`src/rtl/core/sbh_pkg.sv`:
```
// ----------------------------------------------------------------------------
// SHA-256 byte stream hasher package
// Shared types, round constants and the SHA-256 mixing functions.
// ----------------------------------------------------------------------------
`default_nettype none

package sbh_pkg;

   // Sequencer states
   typedef enum logic [2:0] {
      SBH_IDLE,
      SBH_PAD_MARK,
      SBH_PAD_ZERO,
      SBH_PAD_LEN,
      SBH_LOAD,
      SBH_ROUND,
      SBH_UPDATE,
      SBH_OUT
   } sbh_state_type;

   // Request action codes
   typedef enum logic [1:0] {
      SBH_ACT_ABSORB      = 2'd0,
      SBH_ACT_ABSORB_LAST = 2'd1,
      SBH_ACT_FINISH      = 2'd2,
      SBH_ACT_NONE        = 2'd3
   } sbh_action_type;

   localparam int unsigned BYTE_W   = 8;
   localparam int unsigned WORD_W   = 32;
   localparam int unsigned LEN_W    = 64;
   localparam int unsigned DIGEST_N = 8;

   localparam logic [BYTE_W-1:0] PAD_MARK_BYTE = 8'h80;
   localparam logic [5:0]        LEN_START     = 6'd56;
   localparam logic [5:0]        LAST_SLOT     = 6'd63;
   localparam logic [5:0]        LAST_ROUND    = 6'd63;
   localparam logic [2:0]        LAST_INDEX    = 3'd7;

   localparam logic [31:0] INIT_HASH [8] = '{
      32'h6A09E667, 32'hBB67AE85, 32'h3C6EF372, 32'hA54FF53A,
      32'h510E527F, 32'h9B05688C, 32'h1F83D9AB, 32'h5BE0CD19
   };

   localparam logic [31:0] ROUND_K [64] = '{
      32'h428A2F98, 32'h71374491, 32'hB5C0FBCF, 32'hE9B5DBA5,
      32'h3956C25B, 32'h59F111F1, 32'h923F82A4, 32'hAB1C5ED5,
      32'hD807AA98, 32'h12835B01, 32'h243185BE, 32'h550C7DC3,
      32'h72BE5D74, 32'h80DEB1FE, 32'h9BDC06A7, 32'hC19BF174,
      32'hE49B69C1, 32'hEFBE4786, 32'h0FC19DC6, 32'h240CA1CC,
      32'h2DE92C6F, 32'h4A7484AA, 32'h5CB0A9DC, 32'h76F988DA,
      32'h983E5152, 32'hA831C66D, 32'hB00327C8, 32'hBF597FC7,
      32'hC6E00BF3, 32'hD5A79147, 32'h06CA6351, 32'h14292967,
      32'h27B70A85, 32'h2E1B2138, 32'h4D2C6DFC, 32'h53380D13,
      32'h650A7354, 32'h766A0ABB, 32'h81C2C92E, 32'h92722C85,
      32'hA2BFE8A1, 32'hA81A664B, 32'hC24B8B70, 32'hC76C51A3,
      32'hD192E819, 32'hD6990624, 32'hF40E3585, 32'h106AA070,
      32'h19A4C116, 32'h1E376C08, 32'h2748774C, 32'h34B0BCB5,
      32'h391C0CB3, 32'h4ED8AA4A, 32'h5B9CCA4F, 32'h682E6FF3,
      32'h748F82EE, 32'h78A5636F, 32'h84C87814, 32'h8CC70208,
      32'h90BEFFFA, 32'hA4506CEB, 32'hBEF9A3F7, 32'hC67178F2
   };

   // Round function sigma on the a word
   function automatic logic [31:0] big_sigma0(input logic [31:0] x);
      return {x[1:0], x[31:2]} ^ {x[12:0], x[31:13]} ^ {x[21:0], x[31:22]};
   endfunction

   // Round function sigma on the e word
   function automatic logic [31:0] big_sigma1(input logic [31:0] x);
      return {x[5:0], x[31:6]} ^ {x[10:0], x[31:11]} ^ {x[24:0], x[31:25]};
   endfunction

   // Schedule sigma on w[t-15]
   function automatic logic [31:0] small_sigma0(input logic [31:0] x);
      return {x[6:0], x[31:7]} ^ {x[17:0], x[31:18]} ^ {3'b000, x[31:3]};
   endfunction

   // Schedule sigma on w[t-2]
   function automatic logic [31:0] small_sigma1(input logic [31:0] x);
      return {x[16:0], x[31:17]} ^ {x[18:0], x[31:19]} ^ {10'd0, x[31:10]};
   endfunction

endpackage

`default_nettype wire

```
`src/rtl/core/sbh_stream_if.sv`:
```
// ----------------------------------------------------------------------------
// SHA-256 hasher stream channels
// Valid/ready channels for message bytes in and digest words out.
// ----------------------------------------------------------------------------
`default_nettype none

interface sbh_req_if;
   logic       valid;
   logic       ready;
   logic [7:0] message_byte;
   logic [1:0] action;

   modport source (output valid, output message_byte, output action, input ready);
   modport sink   (input valid, input message_byte, input action, output ready);
endinterface

interface sbh_rsp_if;
   logic        valid;
   logic        ready;
   logic [31:0] digest_word;
   logic [2:0]  word_index;
   logic        last_word;

   modport source (output valid, output digest_word, output word_index,
                   output last_word, input ready);
   modport sink   (input valid, input digest_word, input word_index,
                   input last_word, output ready);
endinterface

`default_nettype wire

```
`src/rtl/core/sha256_byte_stream_hasher_core.sv`:
```
// ----------------------------------------------------------------------------
// SHA-256 byte stream hasher core
// Hashes a byte stream and returns the eight digest words per message.
// ----------------------------------------------------------------------------
// Usage:
//   req_if carries one message byte and an action per transfer: absorb,
//   absorb then finish, or finish without a byte (empty message tail).
//   Action code 3 is accepted and dropped. rsp_if returns the eight digest
//   words, word_index 0 first, last_word set on index 7.
//   A byte that does not complete a block leaves the core idle and ready. The
//   64th byte of a block starts a compression (load, 64 rounds through one
//   shared round unit, chaining update); req_if.ready stays low meanwhile.
//   Finish runs the padding one byte per cycle up to the 64th slot, with a
//   pause in the zero state where the length field starts, then one or two
//   compressions, then the eight words appear on rsp_if one per cycle while
//   the receiver takes them.
//   A stalled receiver holds the current word; no new request is taken
//   until the eighth word is transferred.
//   Reset (synchronous) loads the initial hash value and clears the byte
//   and bit counters.
// ----------------------------------------------------------------------------
`default_nettype none

module sha256_byte_stream_hasher_core (
   input  wire logic  clock,
   input  wire logic  reset,
   sbh_req_if.sink    req_if,
   sbh_rsp_if.source  rsp_if
);

   sbh_pkg::sbh_state_type state_ff, state_in;
   sbh_pkg::sbh_state_type ret_ff, ret_in;
   sbh_pkg::sbh_action_type req_action;

   logic [511:0] blk_ff, blk_in;
   logic [5:0]   cnt_ff, cnt_in;
   logic [63:0]  len_ff, len_in;
   logic [5:0]   rnd_ff, rnd_in;
   logic [2:0]   idx_ff, idx_in;
   logic [31:0]  cv_ff [8];
   logic [31:0]  cv_in [8];
   logic [31:0]  wv_ff [8];
   logic [31:0]  wv_in [8];

   logic        req_xfer;
   logic        rsp_xfer;
   logic        shift_en;
   logic [7:0]  shift_byte;
   logic [31:0] w0, w1, w9, w14, w_new;
   logic [31:0] t1, t2;

   assign req_action = sbh_pkg::sbh_action_type'(req_if.action);
   assign req_xfer   = req_if.valid && req_if.ready;
   assign rsp_xfer   = rsp_if.valid && rsp_if.ready;

   // Drive channel handshakes and response payload
   assign req_if.ready       = (state_ff == sbh_pkg::SBH_IDLE);
   assign rsp_if.valid       = (state_ff == sbh_pkg::SBH_OUT);
   assign rsp_if.digest_word = cv_ff[idx_ff];
   assign rsp_if.word_index  = idx_ff;
   assign rsp_if.last_word   = (idx_ff == sbh_pkg::LAST_INDEX);

   // Tap the schedule window
   assign w0  = blk_ff[511:480];
   assign w1  = blk_ff[479:448];
   assign w9  = blk_ff[223:192];
   assign w14 = blk_ff[63:32];
   assign w_new = sbh_pkg::small_sigma1(w14) + w9 + sbh_pkg::small_sigma0(w1) + w0;

   // Evaluate one compression round
   assign t1 = wv_ff[7] + sbh_pkg::big_sigma1(wv_ff[4])
             + ((wv_ff[4] & wv_ff[5]) ^ (~wv_ff[4] & wv_ff[6]))
             + sbh_pkg::ROUND_K[rnd_ff] + w0;
   assign t2 = sbh_pkg::big_sigma0(wv_ff[0])
             + ((wv_ff[0] & wv_ff[1]) ^ (wv_ff[0] & wv_ff[2]) ^ (wv_ff[1] & wv_ff[2]));

   // Select next state
   always_comb begin
      state_in = state_ff;
      ret_in   = ret_ff;
      unique case (state_ff)
         sbh_pkg::SBH_IDLE: begin
            if (req_xfer) begin
               unique case (req_action)
                  sbh_pkg::SBH_ACT_ABSORB: begin
                     if (cnt_ff == sbh_pkg::LAST_SLOT) begin
                        state_in = sbh_pkg::SBH_LOAD;
                        ret_in   = sbh_pkg::SBH_IDLE;
                     end
                  end
                  sbh_pkg::SBH_ACT_ABSORB_LAST: begin
                     if (cnt_ff == sbh_pkg::LAST_SLOT) begin
                        state_in = sbh_pkg::SBH_LOAD;
                        ret_in   = sbh_pkg::SBH_PAD_MARK;
                     end else begin
                        state_in = sbh_pkg::SBH_PAD_MARK;
                     end
                  end
                  sbh_pkg::SBH_ACT_FINISH: begin
                     state_in = sbh_pkg::SBH_PAD_MARK;
                  end
                  default: begin
                     state_in = sbh_pkg::SBH_IDLE;
                  end
               endcase
            end
         end
         sbh_pkg::SBH_PAD_MARK: begin
            if (cnt_ff == sbh_pkg::LAST_SLOT) begin
               state_in = sbh_pkg::SBH_LOAD;
               ret_in   = sbh_pkg::SBH_PAD_ZERO;
            end else begin
               state_in = sbh_pkg::SBH_PAD_ZERO;
            end
         end
         sbh_pkg::SBH_PAD_ZERO: begin
            if (cnt_ff == sbh_pkg::LEN_START) begin
               state_in = sbh_pkg::SBH_PAD_LEN;
            end else if (cnt_ff == sbh_pkg::LAST_SLOT) begin
               state_in = sbh_pkg::SBH_LOAD;
               ret_in   = sbh_pkg::SBH_PAD_ZERO;
            end
         end
         sbh_pkg::SBH_PAD_LEN: begin
            if (cnt_ff == sbh_pkg::LAST_SLOT) begin
               state_in = sbh_pkg::SBH_LOAD;
               ret_in   = sbh_pkg::SBH_OUT;
            end
         end
         sbh_pkg::SBH_LOAD: begin
            state_in = sbh_pkg::SBH_ROUND;
         end
         sbh_pkg::SBH_ROUND: begin
            if (rnd_ff == sbh_pkg::LAST_ROUND) begin
               state_in = sbh_pkg::SBH_UPDATE;
            end
         end
         sbh_pkg::SBH_UPDATE: begin
            state_in = ret_ff;
         end
         sbh_pkg::SBH_OUT: begin
            if (rsp_xfer && (idx_ff == sbh_pkg::LAST_INDEX)) begin
               state_in = sbh_pkg::SBH_IDLE;
            end
         end
         default: begin
            state_in = sbh_pkg::SBH_IDLE;
         end
      endcase
   end

   // Pick the byte to shift into the block window
   always_comb begin
      shift_en   = 1'b0;
      shift_byte = req_if.message_byte;
      unique case (state_ff)
         sbh_pkg::SBH_IDLE: begin
            shift_en = req_xfer && ((req_action == sbh_pkg::SBH_ACT_ABSORB) ||
                                    (req_action == sbh_pkg::SBH_ACT_ABSORB_LAST));
         end
         sbh_pkg::SBH_PAD_MARK: begin
            shift_en   = 1'b1;
            shift_byte = sbh_pkg::PAD_MARK_BYTE;
         end
         sbh_pkg::SBH_PAD_ZERO: begin
            shift_en   = (cnt_ff != sbh_pkg::LEN_START);
            shift_byte = 8'h00;
         end
         sbh_pkg::SBH_PAD_LEN: begin
            shift_en   = 1'b1;
            shift_byte = len_ff[63:56];
         end
         default: begin
            shift_en = 1'b0;
         end
      endcase
   end

   // Update datapath registers
   always_comb begin
      blk_in = blk_ff;
      cnt_in = cnt_ff;
      len_in = len_ff;
      rnd_in = rnd_ff;
      idx_in = idx_ff;
      cv_in  = cv_ff;
      wv_in  = wv_ff;

      // Shift a byte and advance the fill count
      if (shift_en) begin
         blk_in = {blk_ff[503:0], shift_byte};
         cnt_in = cnt_ff + 6'd1;
      end

      // Count message bits; shift out length bytes during padding
      if (state_ff == sbh_pkg::SBH_IDLE && shift_en) begin
         len_in = len_ff + 64'd8;
      end else if (state_ff == sbh_pkg::SBH_PAD_LEN) begin
         len_in = {len_ff[55:0], 8'h00};
      end

      unique case (state_ff)
         sbh_pkg::SBH_LOAD: begin
            wv_in  = cv_ff;
            rnd_in = 6'd0;
         end
         sbh_pkg::SBH_ROUND: begin
            wv_in[7] = wv_ff[6];
            wv_in[6] = wv_ff[5];
            wv_in[5] = wv_ff[4];
            wv_in[4] = wv_ff[3] + t1;
            wv_in[3] = wv_ff[2];
            wv_in[2] = wv_ff[1];
            wv_in[1] = wv_ff[0];
            wv_in[0] = t1 + t2;
            blk_in   = {blk_ff[479:0], w_new};
            rnd_in   = rnd_ff + 6'd1;
         end
         sbh_pkg::SBH_UPDATE: begin
            for (int i = 0; i < 8; i++) begin
               cv_in[i] = cv_ff[i] + wv_ff[i];
            end
            idx_in = 3'd0;
         end
         sbh_pkg::SBH_OUT: begin
            if (rsp_xfer) begin
               idx_in = idx_ff + 3'd1;
               if (idx_ff == sbh_pkg::LAST_INDEX) begin
                  cv_in  = sbh_pkg::INIT_HASH;
                  len_in = 64'd0;
                  cnt_in = 6'd0;
               end
            end
         end
         default: begin
            rnd_in = rnd_ff;
         end
      endcase
   end

   // Control registers
   always_ff @(posedge clock) begin
      if (reset) begin
         state_ff <= sbh_pkg::SBH_IDLE;
         ret_ff   <= sbh_pkg::SBH_IDLE;
         cnt_ff   <= 6'd0;
         len_ff   <= 64'd0;
         idx_ff   <= 3'd0;
         cv_ff    <= sbh_pkg::INIT_HASH;
      end else begin
         state_ff <= state_in;
         ret_ff   <= ret_in;
         cnt_ff   <= cnt_in;
         len_ff   <= len_in;
         idx_ff   <= idx_in;
         cv_ff    <= cv_in;
      end
   end

   // Payload registers
   always_ff @(posedge clock) begin
      blk_ff <= blk_in;
      rnd_ff <= rnd_in;
      wv_ff  <= wv_in;
   end

endmodule

`default_nettype wire

```
`src/flat_wrapper.sv`:
```
// flat-port wrapper written by rule: the top's interface ports become plain ports
module sha256_byte_stream_hasher_core_flat 
  (clock, reset, req_if_valid, req_if_message_byte, req_if_action, req_if_ready, rsp_if_valid, rsp_if_digest_word, rsp_if_word_index, rsp_if_last_word, rsp_if_ready);
  sbh_req_if req_if_i ();
  sbh_rsp_if rsp_if_i ();
  input  wire logic clock;
  input  wire logic reset;
  input wire logic [$bits(req_if_i.valid)-1:0] req_if_valid;
  input wire logic [$bits(req_if_i.message_byte)-1:0] req_if_message_byte;
  input wire logic [$bits(req_if_i.action)-1:0] req_if_action;
  output wire logic [$bits(req_if_i.ready)-1:0] req_if_ready;
  output wire logic [$bits(rsp_if_i.valid)-1:0] rsp_if_valid;
  output wire logic [$bits(rsp_if_i.digest_word)-1:0] rsp_if_digest_word;
  output wire logic [$bits(rsp_if_i.word_index)-1:0] rsp_if_word_index;
  output wire logic [$bits(rsp_if_i.last_word)-1:0] rsp_if_last_word;
  input wire logic [$bits(rsp_if_i.ready)-1:0] rsp_if_ready;
  assign req_if_i.valid = req_if_valid;
  assign req_if_i.message_byte = req_if_message_byte;
  assign req_if_i.action = req_if_action;
  assign req_if_ready = req_if_i.ready;
  assign rsp_if_valid = rsp_if_i.valid;
  assign rsp_if_digest_word = rsp_if_i.digest_word;
  assign rsp_if_word_index = rsp_if_i.word_index;
  assign rsp_if_last_word = rsp_if_i.last_word;
  assign rsp_if_i.ready = rsp_if_ready;
  sha256_byte_stream_hasher_core u_core (.clock(clock), .reset(reset), .req_if(req_if_i), .rsp_if(rsp_if_i));
endmodule
```
`config.mk`:
```
export PLATFORM = sky130hd
export DESIGN_NAME = sha256_byte_stream_hasher_core_flat
export DESIGN_NICKNAME = d
export VERILOG_FILES = /design/src/rtl/core/sbh_pkg.sv /design/src/rtl/core/sbh_stream_if.sv /design/src/rtl/core/sha256_byte_stream_hasher_core.sv /design/src/flat_wrapper.sv
export SDC_FILE = /design/constraint.sdc
export NUM_CORES = 2
export LEC_CHECK = 0
export BUFFER_PORTS_ARGS = -buffer_cell sky130_fd_sc_hd__buf_2
export CAP_MARGIN = 5
export CORE_MARGIN = 4
export CORE_UTILIZATION = 65
export DETAILED_ROUTE_END_ITERATION = 8
export HOLD_SLACK_MARGIN = 0.03
export MAX_ROUTING_LAYER = met4
export PLACE_DENSITY = 0.81
export SETUP_SLACK_MARGIN = 0.3
export SLEW_MARGIN = 25
export SYNTH_ARGS = -nofsm -noshare
export SYNTH_HDL_FRONTEND = slang
export SYNTH_SLANG_ARGS = --single-unit
```
`constraint.sdc`:
```
create_clock -name clock -period 19.72 [get_ports clock]
set_input_delay 2.958 -clock clock [delete_from_list [all_inputs] [get_ports clock]]
set_output_delay 2.958 -clock clock [all_outputs]
set_load 0.1 [all_outputs]
```
== Word-level counts from Yosys, hierarchy flattened ==
Memory sizes are Yosys's and may differ from the RTL's.
Cells that the tools add are included.

* Register bits: 1109
* Latch bits: 0
* RAM bits: 0
* Bits in read-only memories: 2048
* Input port bits: 14
* Output and inout bits: 38
* Word-level logic and storage cells: 150
* Memories: 1

{| class="wikitable"
|+ Memories
! name !! depth !! width !! rd ports !! clocked after memory_dff !! wr ports !! line !! source
|-
| (no name shown) || 64 || 32 || 1 || 0 || 0 || sha256_byte_stream_hasher_core.sv:73 || <nowiki>+ sbh_pkg::ROUND_K[rnd_ff] + w0;</nowiki>
|}

* $add $sub $neg: 22
* Multipliers: 0
* Div/mod/pow operators: 0
* Magnitude comparators: 2
* Eq/ne operators: 24
* Shift-type cells: 0
* Multiplexer cells: 42
* Bitwise operators: 19
* Reductions and logical operators: 17

{| class="wikitable"
|+ Operator list
! cell !! number
|-
| two-way mux 512 bit || 2
|-
| one-hot mux 256 bit (2 select lines) || 2
|-
| adder 32 bit || 18
|-
| two-way mux 256 bit || 2
|-
| two-way mux 64 bit || 5
|-
| XOR 32 bit || 9
|-
| bitwise AND 32 bit || 5
|-
| two-way mux 32 bit || 4
|-
| binary-select mux 32 bit (select 3 bit) || 1
|-
| adder 64 x 4 -> 64 bit, second input constant || 1
|-
| two-way mux 3 bit || 14
|-
| inverter 32 bit || 1
|-
| XOR 32 x 22 -> 32 bit || 1
|-
| XOR 32 x 29 -> 32 bit || 1
|-
| two-way mux 6 bit || 4
|-
| one-hot mux 3 bit (8 select lines) || 1
|-
| one-hot mux 8 bit (3 select lines) || 1
|-
| equality test 6 bit, second input constant || 3
|-
| equality test 3 bit, second input constant || 5
|-
| adder 6 x 1 -> 6 bit, second input constant || 2
|-
| one-hot mux 3 bit (2 select lines) || 2
|-
| one-hot mux 3 bit (4 select lines) || 1
|-
| one-hot mux 6 bit (2 select lines) || 1
|-
| inequality test 2 bit, second input constant || 5
|-
| 24 further kinds || 35
|}

== Depth between registers and ports, before layout ==
* Depth after elaboration: 9
* Gate-level depth with buffers: 40
* Mapped depth without buffers: 38

== Worst setup path after synthesis ==
Ideal clock, no wire load.

* Path type: input to register
* Start point: in req_if_valid
* End point: reg u_core.blk_ff[0] (enable)
* Library setup time: 0.972 ns
* Arrival: 15.821 ns
* Required time: 18.748 ns
* Slack: 2.927 ns
* Stages: 4
* Buffers on the path: 0
* Cell sequence: nor2b_1 -> nand2_1 -> o21ai_1 -> nand2b_1

* Word-level cells in the longest chain between the ends: 4

{| class="wikitable"
|+ RTL lines
! item !! line !! source
|-
| start, declared || flat_wrapper.sv:8 || <nowiki>input wire logic [$bits(req_if_i.valid)-1:0] req_if_valid;</nowiki>
|-
| logical AND 1 bit || sha256_byte_stream_hasher_core.sv:53 || <nowiki>assign req_xfer = req_if.valid && req_if.ready;</nowiki>
|-
| logical AND 1 bit || sha256_byte_stream_hasher_core.sv:158 || <nowiki>shift_en = req_xfer && ((req_action == sbh_pkg::SBH_ACT_ABSORB) ||</nowiki>
|-
| one-hot mux 1 bit (3 select lines) || sha256_byte_stream_hasher_core.sv:156 || <nowiki>unique case (state_ff)</nowiki>
|-
| nonzero test 2 bit (no source line) || - ||
|-
| end signal, assigned || sha256_byte_stream_hasher_core.sv:262 || <nowiki>blk_ff <= blk_in;</nowiki>
|-
| end, declared || sha256_byte_stream_hasher_core.sv:35 || <nowiki>logic [511:0] blk_ff, blk_in;</nowiki>
|}

No other way between the ends.
A chain may end at the register's enable or synchronous reset.

==> flow_summary.ini <==
[clock_network]
cts_tree = done
clk_path_buf_depth = 3
htreeDepth = 3
cts_buffers = 117
post_cts_resized = 0
clk_latency_ns = 0.77
post_cts_buffers = 0
ctsHoldBuffers = 0
clock-root-buffer = clkbuf_16
clock_sinks = 1109
path_clk_slew_ns = 0.07

[finish]
fin_cells = 9734
utilization = 0.7008
area_growth_pct = 6.565
nets = 8731
layout-drive-gt1-share = 0.05579

[route]
drt_first_pass_iters = 8
num_vias = 63050
drtIter0Drc = 8295
routedWlPerCell_um = 24.10
post-route-drc-count = 0
vias_per_cell = 6.478
wl_um = 234600
postRouteAntennaNets = 0

[worst_setup_path]
startpoint = u_core.rnd_ff[0]
crit_required_ns = 20.21
timing.rr.end = u_core.wv_ff[255]
cp.depth = 32
endpoint = u_core.wv_ff[255]
path_common_cell = o21ai_0
r2r_setup_slack_ns = 9.08
start_kind = flip-flop
crit_buf_inv = 2
critPathMaxStageDelay_ns = 0.83
r2r_cells = 32
reg2reg_from = u_core.rnd_ff[0]
path_max_fanout = 19
cp_top_family = compound AO/OA/AOI/OAI gates
cpMaxStageDelayCell = o311ai_0
criticalPathCategory = reg2reg
endpoint_kind = flip-flop
worstPathArrival_ns = 11.13

[synthesis]
synth.top_cell.area_share = 0.3124
syn_avg_cell_area_sq_um = 8.878
synthTopCellsByCount = nand2_1 (2394), edfxtp_1 (774), a21oi_1 (495), clkbuf_1 (450), nor2_1 (418)
yosysMostFrequentCell = nand2_1
syn_inst = 8379
synth_cell_types = 86
yosysWarnings = 0
ys_async_sr_fraction = 0
synth-edff-count = 774
synthesis.nets = 8986
seq_area_frac_synth = 0.4026
yosys-top-cells-area = edfxtp_1 (31%), nand2_1 (12%), dfxtp_1 (9.0%), ha_1 (6.7%), fa_1 (5.2%)
synth_seq_cells = 1109
synth_area_sq_um = 74390
synth_area_leader_cell = edfxtp_1
synth_ff_type = edfxtp_1

[grt]
grt-ovfl-total = 0
grt_pass1_vias = 58990
grt_max_degree = 238
antenna_found_initial = 11
grt_pass1_wl_um = 353700
grt_util_all_layers = 0.3906

[timing]
worst_pin_slew_ns = 1.124
hold-worst-slack_ns = 0.4887
fin_ws_ns = 9.079
finalSetupViolCount = 0
fmax_mhz = 93.97
tns_ns = 0
slew_viol_final = 0
finalHoldViolations = 0
rsz0062_at_grt = no
period_share = 0.5396
finClkSkew_ns = 0.08424
fin_crit_ns = 10.64
maxSlewHeadroom = 0.2443

[die]
die_area_sq_um = 119900
rows = 123
coreArea_sq_um = 113100
die-width_um = 346.3
ioPinCount = 52
start_util = 0.6576
die_h_um = 346.3

[power_and_ir_drop]
cellPowerDensity_nw_per_um2 = 129.2
leakagePower_nw = 32.62
ir_drop_mv = 0.1965

[job]
drv_cap = 0

[place]
dp_cells = 9504
place_worst_setup_slack_ns = 9.241
dp_hpwl_um = 167900
gp_congestion = 1.005
io_buffers = 51

[min_path]
hold_class = reg2reg

[status]
outcome = complete, no violations
## final cells by class
type	instances	area (sq um)
Multi-Input combinational cell	6487	41610
Fill cell	8516	33840
Sequential cell	1109	29960
Clock buffer	167	3236
Tap cell	1500	1877
Inverter	293	1100
Timing Repair Buffer	116	839.6
Clock inverter	55	635.6
Antenna cell	7	17.52
## where the power goes
group	total [mW]	switching [mW]	internal (mW)
Clock	2.25	0.981	1.27
Combinational	4.73	2.91	1.82
Sequential	3.26	0.322	2.94
## metrics by stage
| step | power [mW] | instance area, sq um |
|---|---|---|
| after global placement | 7.708 | 75340 |
| final | 10.24 | 79270 |
| after detailed placement | 7.805 | 75350 |
| after global routing | 10.76 | 79270 |
| after CTS | 10.09 | 79220 |
| after floorplan | 6.574 | 74390 |
## placed cells by master, fill, tap and decap left out, types with 191 or more instances in the layout
master and count:
nand2_1 2390, edfxtp_1 774, a21oi_1 495, o21ai_0 417, nor2_1 414, ha_1 398, xnor2_1 372, dfxtp_1 332
inv_1 289, fa_1 195, xor2_1 191
## how the worst min path moves through the flow
stage | end | cells after the start | from | slack [ns]
final | u_core.len_ff[2] | 1 | u_core.len_ff[2] | 0.49
after global routing | u_core.len_ff[1] | 1 | u_core.len_ff[1] | 0.50
after CTS | u_core.len_ff[2] | 1 | u_core.len_ff[2] | 0.49
after global placement | u_core.cnt_ff[5] | 2 | u_core.cnt_ff[5] | 0.46
after detailed placement | u_core.len_ff[2] | 1 | u_core.len_ff[2] | 0.48
after floorplan | u_core.cv_ff[127] | 1 | u_core.cv_ff[127] | 0.45
## flip-flops by register name, indices dropped and copies added (netlist names)
register and count:
u_core.cv_ff 256, u_core.len_ff 64, u_core.blk_ff 512, u_core.rnd_ff 6, u_core.rsp_if.word_index 3, u_core.state_ff 3, u_core.ret_ff 3, u_core.wv_ff 256
u_core.cnt_ff 6
## logic make-up after synthesis
group                      Yosys count  synth area share
and+or+nand+nor                   3445            0.1924
adders and majority gates          617            0.1226
AOI/OAI and AO/OA                 1717            0.1444
xor gates and xnor gates           564           0.06659
buffers and inverters              783           0.03956
DFF                               1109            0.4026
muxes                              144           0.03177
## per-layer routing
layer,track usage,vias to the layer above,part of all wire
met5,-,-,0
li1,-,28510,-
met3,0.09141,511,0.13
met2,0.5557,3707,0.43
met4,0.1408,0,0.043
met1,0.5491,30320,0.40
## worst reg2reg max path: cells and delay by family (launching register included)
| kind | cells | cell delay, ns |
|---|---|---|
| AOI/OAI and AO/OA | 15 | 3.89 |
| xor gates and xnor gates | 1 | 0.08 |
| adders and majority gates | 7 | 3.20 |
| buffers and inverters | 2 | 0.50 |
| DFF | 1 | 0.82 |
| muxes | 2 | 0.79 |
| and+or+nand+nor | 5 | 1.09 |
No activity file was read; power rests on OpenSTA's default activity.
